[src/rtl/lsm_pkg.sv]
package lsm_pkg;

    localparam int PATTERN_MAX_DEFAULT = 16;
    localparam int CFG_PATTERN_BYTES   = 16;
    localparam int IDX_W               = 7;   // positions up to the largest window
    localparam int LINE_LEN_W          = 16;
    localparam int LINE_NUM_W          = 32;

    localparam logic [2:0] CFG_PATTERN_LOW     = 3'd0;
    localparam logic [2:0] CFG_PATTERN_HIGH    = 3'd1;
    localparam logic [2:0] CFG_PATTERN_LENGTH  = 3'd2;
    localparam logic [2:0] CFG_IGNORE_CASE     = 3'd3;
    localparam logic [2:0] CFG_MAX_LINE_LENGTH = 3'd4;

    localparam logic [1:0] ERR_NONE       = 2'd0;
    localparam logic [1:0] ERR_TOO_LONG   = 2'd1;
    localparam logic [1:0] ERR_NO_NEWLINE = 2'd2;

    localparam logic [7:0]            NEWLINE         = 8'h0A;
    localparam logic [7:0]            UPPER_A         = 8'h41;
    localparam logic [7:0]            UPPER_Z         = 8'h5A;
    localparam logic [7:0]            CASE_OFFSET     = 8'h20;
    localparam logic [LINE_LEN_W-1:0] MAX_LINE_RESET  = 16'd4095;

    typedef struct packed {
        logic [CFG_PATTERN_BYTES-1:0][7:0] pattern;
        logic [4:0]                        pattern_length;
        logic                              ignore_case;
        logic [LINE_LEN_W-1:0]             max_line_length;
    } lsm_cfg_t;

    function automatic logic [7:0] fold(input logic [7:0] b, input logic ic);
        if (ic && b >= UPPER_A && b <= UPPER_Z)
            return b + CASE_OFFSET;
        return b;
    endfunction

    function automatic logic [7:0] pattern_at(input lsm_cfg_t c, input logic [IDX_W-1:0] idx);
        if (idx < IDX_W'(CFG_PATTERN_BYTES))
            return c.pattern[idx[3:0]];
        return 8'd0;
    endfunction

endpackage

[src/rtl/lsm_cell.sv]
module lsm_cell
(
    input  logic       clk,
    input  logic       rst_n,
    input  logic       shift_en,
    input  logic [7:0] byte_in,
    input  logic [7:0] pattern_byte,
    input  logic       in_use,
    input  logic       ignore_case,
    output logic [7:0] byte_out,
    output logic       hit
);

    logic [7:0] byte_reg;
    logic [7:0] byte_next;

    // compare against the byte this cell takes on the shift
    assign hit = !in_use
        || (lsm_pkg::fold(byte_in, ignore_case) == lsm_pkg::fold(pattern_byte, ignore_case));

    assign byte_next = shift_en ? byte_in : byte_reg;
    assign byte_out  = byte_reg;

    always_ff @(posedge clk or negedge rst_n)
    begin
        if (!rst_n)
        begin
            byte_reg <= 8'd0;
        end
        else
        begin
            byte_reg <= byte_next;
        end
    end

endmodule

[src/rtl/lsm_cfg.sv]
module lsm_cfg
(
    input  logic             clk,
    input  logic             rst_n,
    input  logic             cfg_valid,
    input  logic [2:0]       cfg_index,
    input  logic [63:0]      cfg_data,
    output lsm_pkg::lsm_cfg_t cfg
);

    lsm_pkg::lsm_cfg_t cfg_reg;
    lsm_pkg::lsm_cfg_t cfg_next;

    always_comb
    begin
        cfg_next = cfg_reg;
        if (cfg_valid)
        begin
            unique case (cfg_index)
                lsm_pkg::CFG_PATTERN_LOW:     cfg_next.pattern[7:0]     = cfg_data;
                lsm_pkg::CFG_PATTERN_HIGH:    cfg_next.pattern[15:8]    = cfg_data;
                lsm_pkg::CFG_PATTERN_LENGTH:  cfg_next.pattern_length   = cfg_data[4:0];
                lsm_pkg::CFG_IGNORE_CASE:     cfg_next.ignore_case      = cfg_data[0];
                lsm_pkg::CFG_MAX_LINE_LENGTH: cfg_next.max_line_length  = cfg_data[15:0];
                default:                      cfg_next = cfg_reg;
            endcase
        end
    end

    always_ff @(posedge clk or negedge rst_n)
    begin
        if (!rst_n)
        begin
            cfg_reg.pattern         <= '0;
            cfg_reg.pattern_length  <= '0;
            cfg_reg.ignore_case     <= 1'b0;
            cfg_reg.max_line_length <= lsm_pkg::MAX_LINE_RESET;
        end
        else
        begin
            cfg_reg <= cfg_next;
        end
    end

    assign cfg = cfg_reg;

endmodule

[src/rtl/line_substring_matcher.sv]
// Line substring matcher.
// Input channel (in_valid/in_ready): one text byte per beat, with end_of_input
// marking the last byte of a file. Output channel (out_valid/out_ready): one
// beat per finished line, carrying line_matched, line_number (from 1 within
// the file, saturating) and line_error. Config channel (cfg_valid/cfg_ready):
// always ready, register index and 64-bit data; write only while idle.
// Throughput is one byte per cycle while in_ready is high: the window is a row
// of PATTERN_MAX byte cells that shift on each accepted byte (not on dropped or
// too-long bytes) and compare in parallel. The result of a newline byte (or
// error) is registered and on the output in the cycle after the byte is accepted.
// A single output register holds the pending result; in_ready is low only
// while that register is full and out_ready is low, so a stalled receiver
// holds the input back after at most one result.
// After a too-long line or a missing final newline the error result is sent
// and every later byte is accepted and dropped until reset.
// Reset clears the window, counters and error state and loads the default
// configuration (empty pattern, case sensitive, 4095-byte lines).
module line_substring_matcher
#(
    parameter int PATTERN_MAX = lsm_pkg::PATTERN_MAX_DEFAULT
)
(
    input  logic                           clk,
    input  logic                           rst_n,
    input  logic                           in_valid,
    output logic                           in_ready,
    input  logic [7:0]                     data_byte,
    input  logic                           end_of_input,
    output logic                           out_valid,
    input  logic                           out_ready,
    output logic                           line_matched,
    output logic [lsm_pkg::LINE_NUM_W-1:0] line_number,
    output logic [1:0]                     line_error,
    input  logic                           cfg_valid,
    output logic                           cfg_ready,
    input  logic [2:0]                     cfg_index,
    input  logic [63:0]                    cfg_data
);

    localparam int LW = $clog2(PATTERN_MAX + 1);
    localparam int CW = (LW > 5) ? LW : 5;

    lsm_pkg::lsm_cfg_t cfg;

    logic [LW-1:0]                  len_c;
    logic [CW-1:0]                  len_wide;
    logic [PATTERN_MAX-1:0][7:0]    window;
    logic [PATTERN_MAX-1:0]         hits;

    logic [lsm_pkg::LINE_LEN_W-1:0] bytes_in_line_reg, bytes_in_line_next;
    logic                           match_seen_reg, match_seen_next;
    logic [lsm_pkg::LINE_NUM_W-1:0] line_counter_reg, line_counter_next;
    logic                           halted_reg, halted_next;
    logic                           out_valid_reg, out_valid_next;
    logic                           matched_reg, matched_next;
    logic [lsm_pkg::LINE_NUM_W-1:0] number_reg, number_next;
    logic [1:0]                     error_reg, error_next;

    logic                           accept;
    logic                           active;
    logic                           too_long;
    logic                           shift_en;
    logic [lsm_pkg::LINE_LEN_W-1:0] bytes_inc;
    logic                           match_now;
    logic                           match_upd;
    logic [lsm_pkg::LINE_NUM_W-1:0] next_ln;

    lsm_cfg u_cfg
    (
        .clk       (clk),
        .rst_n     (rst_n),
        .cfg_valid (cfg_valid),
        .cfg_index (cfg_index),
        .cfg_data  (cfg_data),
        .cfg       (cfg)
    );

    assign cfg_ready = 1'b1;

    assign len_wide = CW'(cfg.pattern_length);
    assign len_c    = (len_wide > CW'(PATTERN_MAX)) ? LW'(PATTERN_MAX) : LW'(len_wide);

    genvar k;
    generate
        for (k = 0; k < PATTERN_MAX; k++)
        begin : g_cell
            logic [7:0]    byte_in;
            logic [LW-1:0] pos;

            if (k == 0)
            begin : g_head
                assign byte_in = data_byte;
            end
            else
            begin : g_link
                assign byte_in = window[k-1];
            end

            // window position k lines up with pattern byte len-1-k
            assign pos = len_c - LW'(1) - LW'(k);

            lsm_cell u_cell
            (
                .clk          (clk),
                .rst_n        (rst_n),
                .shift_en     (shift_en),
                .byte_in      (byte_in),
                .pattern_byte (lsm_pkg::pattern_at(cfg, lsm_pkg::IDX_W'(pos))),
                .in_use       (LW'(k) < len_c),
                .ignore_case  (cfg.ignore_case),
                .byte_out     (window[k]),
                .hit          (hits[k])
            );
        end
    endgenerate

    assign in_ready  = !out_valid_reg || out_ready;
    assign accept    = in_valid && in_ready;
    assign active    = accept && !halted_reg;
    assign too_long  = bytes_in_line_reg >= cfg.max_line_length;
    assign shift_en  = active && !too_long;
    assign bytes_inc = bytes_in_line_reg + 16'd1;
    assign match_now = (len_c == '0) || ((&hits) && (bytes_inc >= 16'(len_c)));
    assign match_upd = match_seen_reg || match_now;
    assign next_ln   = (line_counter_reg == '1) ? line_counter_reg
                                                : line_counter_reg + 32'd1;

    always_comb
    begin
        bytes_in_line_next = bytes_in_line_reg;
        match_seen_next    = match_seen_reg;
        line_counter_next  = line_counter_reg;
        halted_next        = halted_reg;
        out_valid_next     = out_valid_reg && !out_ready;
        matched_next       = matched_reg;
        number_next        = number_reg;
        error_next         = error_reg;

        if (active)
        begin
            if (too_long)
            begin
                out_valid_next = 1'b1;
                matched_next   = 1'b0;
                number_next    = next_ln;
                error_next     = lsm_pkg::ERR_TOO_LONG;
                halted_next    = 1'b1;
            end
            else if (data_byte == lsm_pkg::NEWLINE)
            begin
                out_valid_next     = 1'b1;
                matched_next       = match_upd;
                number_next        = next_ln;
                error_next         = lsm_pkg::ERR_NONE;
                bytes_in_line_next = '0;
                match_seen_next    = 1'b0;
                line_counter_next  = end_of_input ? '0 : next_ln;
            end
            else if (end_of_input)
            begin
                out_valid_next = 1'b1;
                matched_next   = 1'b0;
                number_next    = next_ln;
                error_next     = lsm_pkg::ERR_NO_NEWLINE;
                halted_next    = 1'b1;
            end
            else
            begin
                bytes_in_line_next = bytes_inc;
                match_seen_next    = match_upd;
            end
        end
    end

    always_ff @(posedge clk or negedge rst_n)
    begin
        if (!rst_n)
        begin
            bytes_in_line_reg <= '0;
            match_seen_reg    <= 1'b0;
            line_counter_reg  <= '0;
            halted_reg        <= 1'b0;
            out_valid_reg     <= 1'b0;
        end
        else
        begin
            bytes_in_line_reg <= bytes_in_line_next;
            match_seen_reg    <= match_seen_next;
            line_counter_reg  <= line_counter_next;
            halted_reg        <= halted_next;
            out_valid_reg     <= out_valid_next;
        end
    end

    always_ff @(posedge clk)
    begin
        matched_reg <= matched_next;
        number_reg  <= number_next;
        error_reg   <= error_next;
    end

    assign out_valid    = out_valid_reg;
    assign line_matched = matched_reg;
    assign line_number  = number_reg;
    assign line_error   = error_reg;

endmodule

[config.mk]
export PLATFORM = sky130hd
export DESIGN_NAME = line_substring_matcher
export DESIGN_NICKNAME = d
export VERILOG_FILES = /design/src/rtl/lsm_pkg.sv /design/src/rtl/lsm_cell.sv /design/src/rtl/lsm_cfg.sv /design/src/rtl/line_substring_matcher.sv
export SDC_FILE = /design/constraint.sdc
export NUM_CORES = 1
export LEC_CHECK = 0
export ABC_AREA = 1
export BUFFER_PORTS_ARGS = -buffer_cell sky130_fd_sc_hd__buf_2
export CAP_MARGIN = 20
export CORE_MARGIN = 2
export CORE_UTILIZATION = 40
export CTS_CLUSTER_SIZE = 24
export DETAILED_ROUTE_END_ITERATION = 10
export GPL_TIMING_DRIVEN = 0
export SYNTH_ARGS = -nofsm -noshare
export SYNTH_HDL_FRONTEND = slang
export SYNTH_SLANG_ARGS = --single-unit
[constraint.sdc]
create_clock -name clk -period 8.67 [get_ports clk]
set_clock_uncertainty 0.05 [all_clocks]
set_input_delay 0.867 -clock clk [delete_from_list [all_inputs] [get_ports clk]]
set_output_delay 0.867 -clock clk [all_outputs]
set_load 0.02 [all_outputs]
==> results_tabular.tex <==
\begin{tabular}{lr}
\hline
Metric & Value \\
\hline
\multicolumn{2}{l}{\textbf{Status}} \\
Run status & finished, final reports clean \\
\multicolumn{2}{l}{\textbf{Placed design}} \\
Final weighted congestion in routability-driven placement & 1.096 \\
Area post-placement & 28450 um2 \\
Count of port buffers added during placement & approximately 120 \\
Total half-perimeter wirelength after legalization and detailed placement & 111000 um \\
\multicolumn{2}{l}{\textbf{Global route}} \\
Maximum number of pins on one net before global-route repair & 121 \\
First-pass GRT wire length & 194200 um \\
Vias in the first global route & 27650 \\
Antenna violations before repair & 0 \\
Global-route congestion overflow total & 0 \\
Global-route usage over all layers & between 30\% and 40\% \\
\multicolumn{2}{l}{\textbf{Power}} \\
Cell area power density & 298.9 nW/um2 \\
Switching Fraction & around 52\% \\
Part of the power in registers & between 20\% and 30\% \\
Combinational power share & 55.6\% \\
Static Leakage & $\sim$15 nW \\
Internal power & $\sim$4.3 mW \\
Proportion of power drawn by the clock network & 21.5\% \\
Net switching power & 4.683 mW \\
Maximum vdd ir drop & 167.5 uV \\
\multicolumn{2}{l}{\textbf{Synth}} \\
Top post-synthesis cells by count & nand3\_1, nand2\_1, inv\_1 \\
Mean cell area of the mapped netlist & 6.690 um2 \\
Post-synthesis sequential area ratio & 34.09\% \\
Ys flop type & dfrtp\_1 \\
Area share of xor/xnor cells in the synthesized design & 3.474\% \\
Most instantiated library cell after synthesis & nand3\_1 \\
Post-Syn Instances & 3989 \\
Number of register bits inferred by synthesis & 356 \\
Post-synthesis cell type with the largest combined area & dfrtp\_1 \\
Post-synthesis adder-cell area fraction & 2.626\% \\
Fraction of post-synthesis cell area in the top cell type by area & between 20\% and 30\% \\
Combinational family with the most area after synthesis & simple AND/OR/NAND/NOR gates \\
Syn Nets & a little over 4000 \\
Synth unique cells & 56 \\
FFs w/ async S/R, synth & 90.17\% \\
Share of the synthesized area in compound gates (AO/OA/AOI/OAI) & 8.500\% \\
Multiplexer share of the synthesized area & 0.7595\% \\
Post-Synth Simple-Gate Area & around two fifths \\
Count of warnings emitted by yosys & 0 \\
Area of the mapped netlist & 26690 um2 \\
Biggest area contributors in the synthesized netlist & dfrtp\_1, nand3\_1, nand2\_1 \\
Number of enable-type register cells in the synthesized netlist & 35 \\
\multicolumn{2}{l}{\textbf{Floorplanning}} \\
Die Area & 68800 um2 \\
Height of the die & between 200 and 300 um \\
Standard-cell row count & 94 \\
Area of the placeable core & 65860 um2 \\
Die boundary width & 262.3 um \\
Count of boundary I/O pins & roughly 120 \\
Initial core utilization & 40.52\% \\
\multicolumn{2}{l}{\textbf{Setup path}} \\
CP required & about 9 ns \\
Critical path's most frequent cell & nand2\_1 \\
Slowest-stage cell, CP & buf\_1 \\
R2r worst-path depth & 31 \\
Largest stage delay on the critical path & 0.59 ns \\
Crit path max fanout & 12 \\
Class of the most critical setup path & reg -> reg \\
Data arrival time of the critical path & 7.15 ns \\
Crit start category & flip-flop \\
Kind of capture point of the worst setup path & flip-flop \\
Worst reg2reg setup slack & 1.88 ns \\
\multicolumn{2}{l}{\textbf{STA}} \\
Post-route fraction of the period consumed by the critical path & 78.27\% \\
Max-slew violation count & 0 \\
F\_max & 0.1474 GHz \\
Post-layout min period & 6.786 ns \\
Worst Tran Pin Value & 1.142 ns \\
Hold violation total from the final report & 0 \\
Final setup vio count & 0 \\
Tightest slew margin relative to the limit & 23.88\% \\
Unrepaired setup endpoints after global routing & false \\
Accumulated negative setup slack & 0 ns \\
\multicolumn{2}{l}{\textbf{Finish}} \\
Max reg flops & 150 \\
Fillers & 7008 \\
Layout area overhead & 12.17\% \\
Layout net count & 4292 \\
Antenna Cells & 0 \\
Total area of multi-input combinational cells & 14930 um2 \\
Post-Layout Inst Area & 29930 um2 \\
Area used by sequential logic in the layout & roughly 9000 um2 \\
Proportion of layout cells with a drive suffix above 1 & under 10\% \\
\multicolumn{2}{l}{\textbf{Clock tree}} \\
Num Clock Sinks & $\sim$360 \\
\# Post-CTS Setup Buffers & 0 \\
Worst-skew pair later-pin latency & 0.60 ns \\
Clock buffers created by TritonCTS & 44 \\
Clock Tree Buf Depth & 3 \\
Clock-pin slew of the registers on the worst-case setup and hold paths & 0.06 ns \\
Post-CTS sizing & 0 \\
CTS HTree Levels & 2 \\
Number of buffers added to fix hold violations after cts & 0 \\
Root Buffer Master & clkbuf\_16 \\
CTS tree & done \\
\multicolumn{2}{l}{\textbf{Routing}} \\
Routed wire length & 134300 um \\
Via Count & 29350 \\
First DRT Iteration DRCs & 3317 \\
Number of routed nets with antenna violations & 0 \\
Count of TritonRoute iterations in the first routing pass & 6 \\
Mean number of vias per cell & approximately 5.8 \\
Final routed wire length divided by cell count & 26.59 um \\
DRC errors left & 0 \\
\multicolumn{2}{l}{\textbf{Flow run}} \\
Total of max-cap violations & 0 \\
\multicolumn{2}{l}{\textbf{Min path}} \\
Worst hold path type & in -> async \\
\hline
\end{tabular}
## routing by layer
layer / vias to the layer above / GRT usage [%] / part of all wire [%]
met5: - / 0 / 0
met4: 0 / 20.70 / 6.4
met3: 286 / 7.656 / 8.6
met2: 1426 / 57.43 / 42
met1: 14000 / 52.41 / 43
li1: 13650 / - / -
## through the flow
stage	total power [mW]	hold WS (ns)	cells	utilization [%]	setup WS, ns
2_1_floorplan	5.002	0.3715	3989	-	4.635
4_1_cts	8.767	0.2876	5052	45.45	2.192
3_3_place_gp	6.841	0.3842	4970	43.05	0.1359
6_report	8.946	0.2710	5052	45.45	1.884
3_5_place_dp	6.838	0.3970	4973	43.19	2.221
5_1_grt	9.390	0.3377	5052	45.45	1.777
## power groups by stage
stage / combinational [mW] / sequential, mW / clock [mW]
6_report: 4.98 / 2.05 / 1.92
3_5_place_dp: 4.78 / 2.06 / 0
2_1_floorplan: 3.08 / 1.92 / 0
3_3_place_gp: 4.78 / 2.06 / 0
5_1_grt: 5.35 / 2.04 / 2.00
4_1_cts: 4.79 / 2.03 / 1.94
## final cells by class
cell class | count | share of cell area [%]
multi-input combinational | 2992 | 49.88
sequential | 356 | 30.40
inverter | 453 | 5.706
clock buffer | 57 | 4.042
tap | 864 | 3.611
buffer | 188 | 3.168
timing repair buffer | 120 | 2.266
clock inverter | 22 | 0.9279
## cells in the final DEF (no fill, tap or decap), types with 12 or more instances in the layout
cell	count
inv_1	422
edfxtp_1	35
xor2_1	83
nor3_1	25
o21ai_1	23
dfrtp_1	309
nand3b_1	30
buf_4	18
a21oi_1	24
nand4_1	85
buf_2	165
buf_6	13
nor2_2	21
nand2_1	973
nand3_1	997
clkbuf_1	88
buf_1	26
dfstp_2	12
nor2_1	206
clkbuf_16	44
nand2_2	13
nor4_1	18
ha_1	56
inv_2	27
mux2_2	18
o21ai_0	328
## path summary, 6_finish.rpt
| kind | to | startpoint |
|---|---|---|
| setup / recovery | line_matched$_SDFFCE_PP0P_ | u_cfg.cfg[20]$_DFFE_PN0P_ |
| hold / removal | g_cell[4].u_cell.byte_out[0]$_DFFE_PN0P_ | rst_n |
| setup reg to reg | line_matched$_SDFFCE_PP0P_ | u_cfg.cfg[20]$_DFFE_PN0P_ |
| hold reg to reg | halted_reg$_DFFE_PN0P_ | halted_reg$_DFFE_PN0P_ |
| max in group asynchronous | bytes_in_line_reg[8]$_DFFE_PN0P_ | rst_n |
| min in group clk | halted_reg$_DFFE_PN0P_ | halted_reg$_DFFE_PN0P_ |
## worst max-delay path, delay by kind of cell (launching register included)
| kind | cells | cell delay [ns] |
|---|---|---|
| buffers and inverters | 8 | 2.28 |
| AO/OA/AOI/OAI | 1 | 0.26 |
| adder cells (fa/ha/maj) | 1 | 0.32 |
| flip-flops | 1 | 0.56 |
| AND/OR/NAND/NOR | 21 | 3.13 |
## kinds of logic after synthesis
kind of cell               after synthesis
other                                    1
muxes                                   18
buffers and inverters                  641
and+or+nand+nor                       2392
adders and majority gates               56
xor gates and xnor gates                99
AOI/OAI and AO/OA                      426
DFF                                    356
Note: power is estimated with default switching activity, not from simulation.
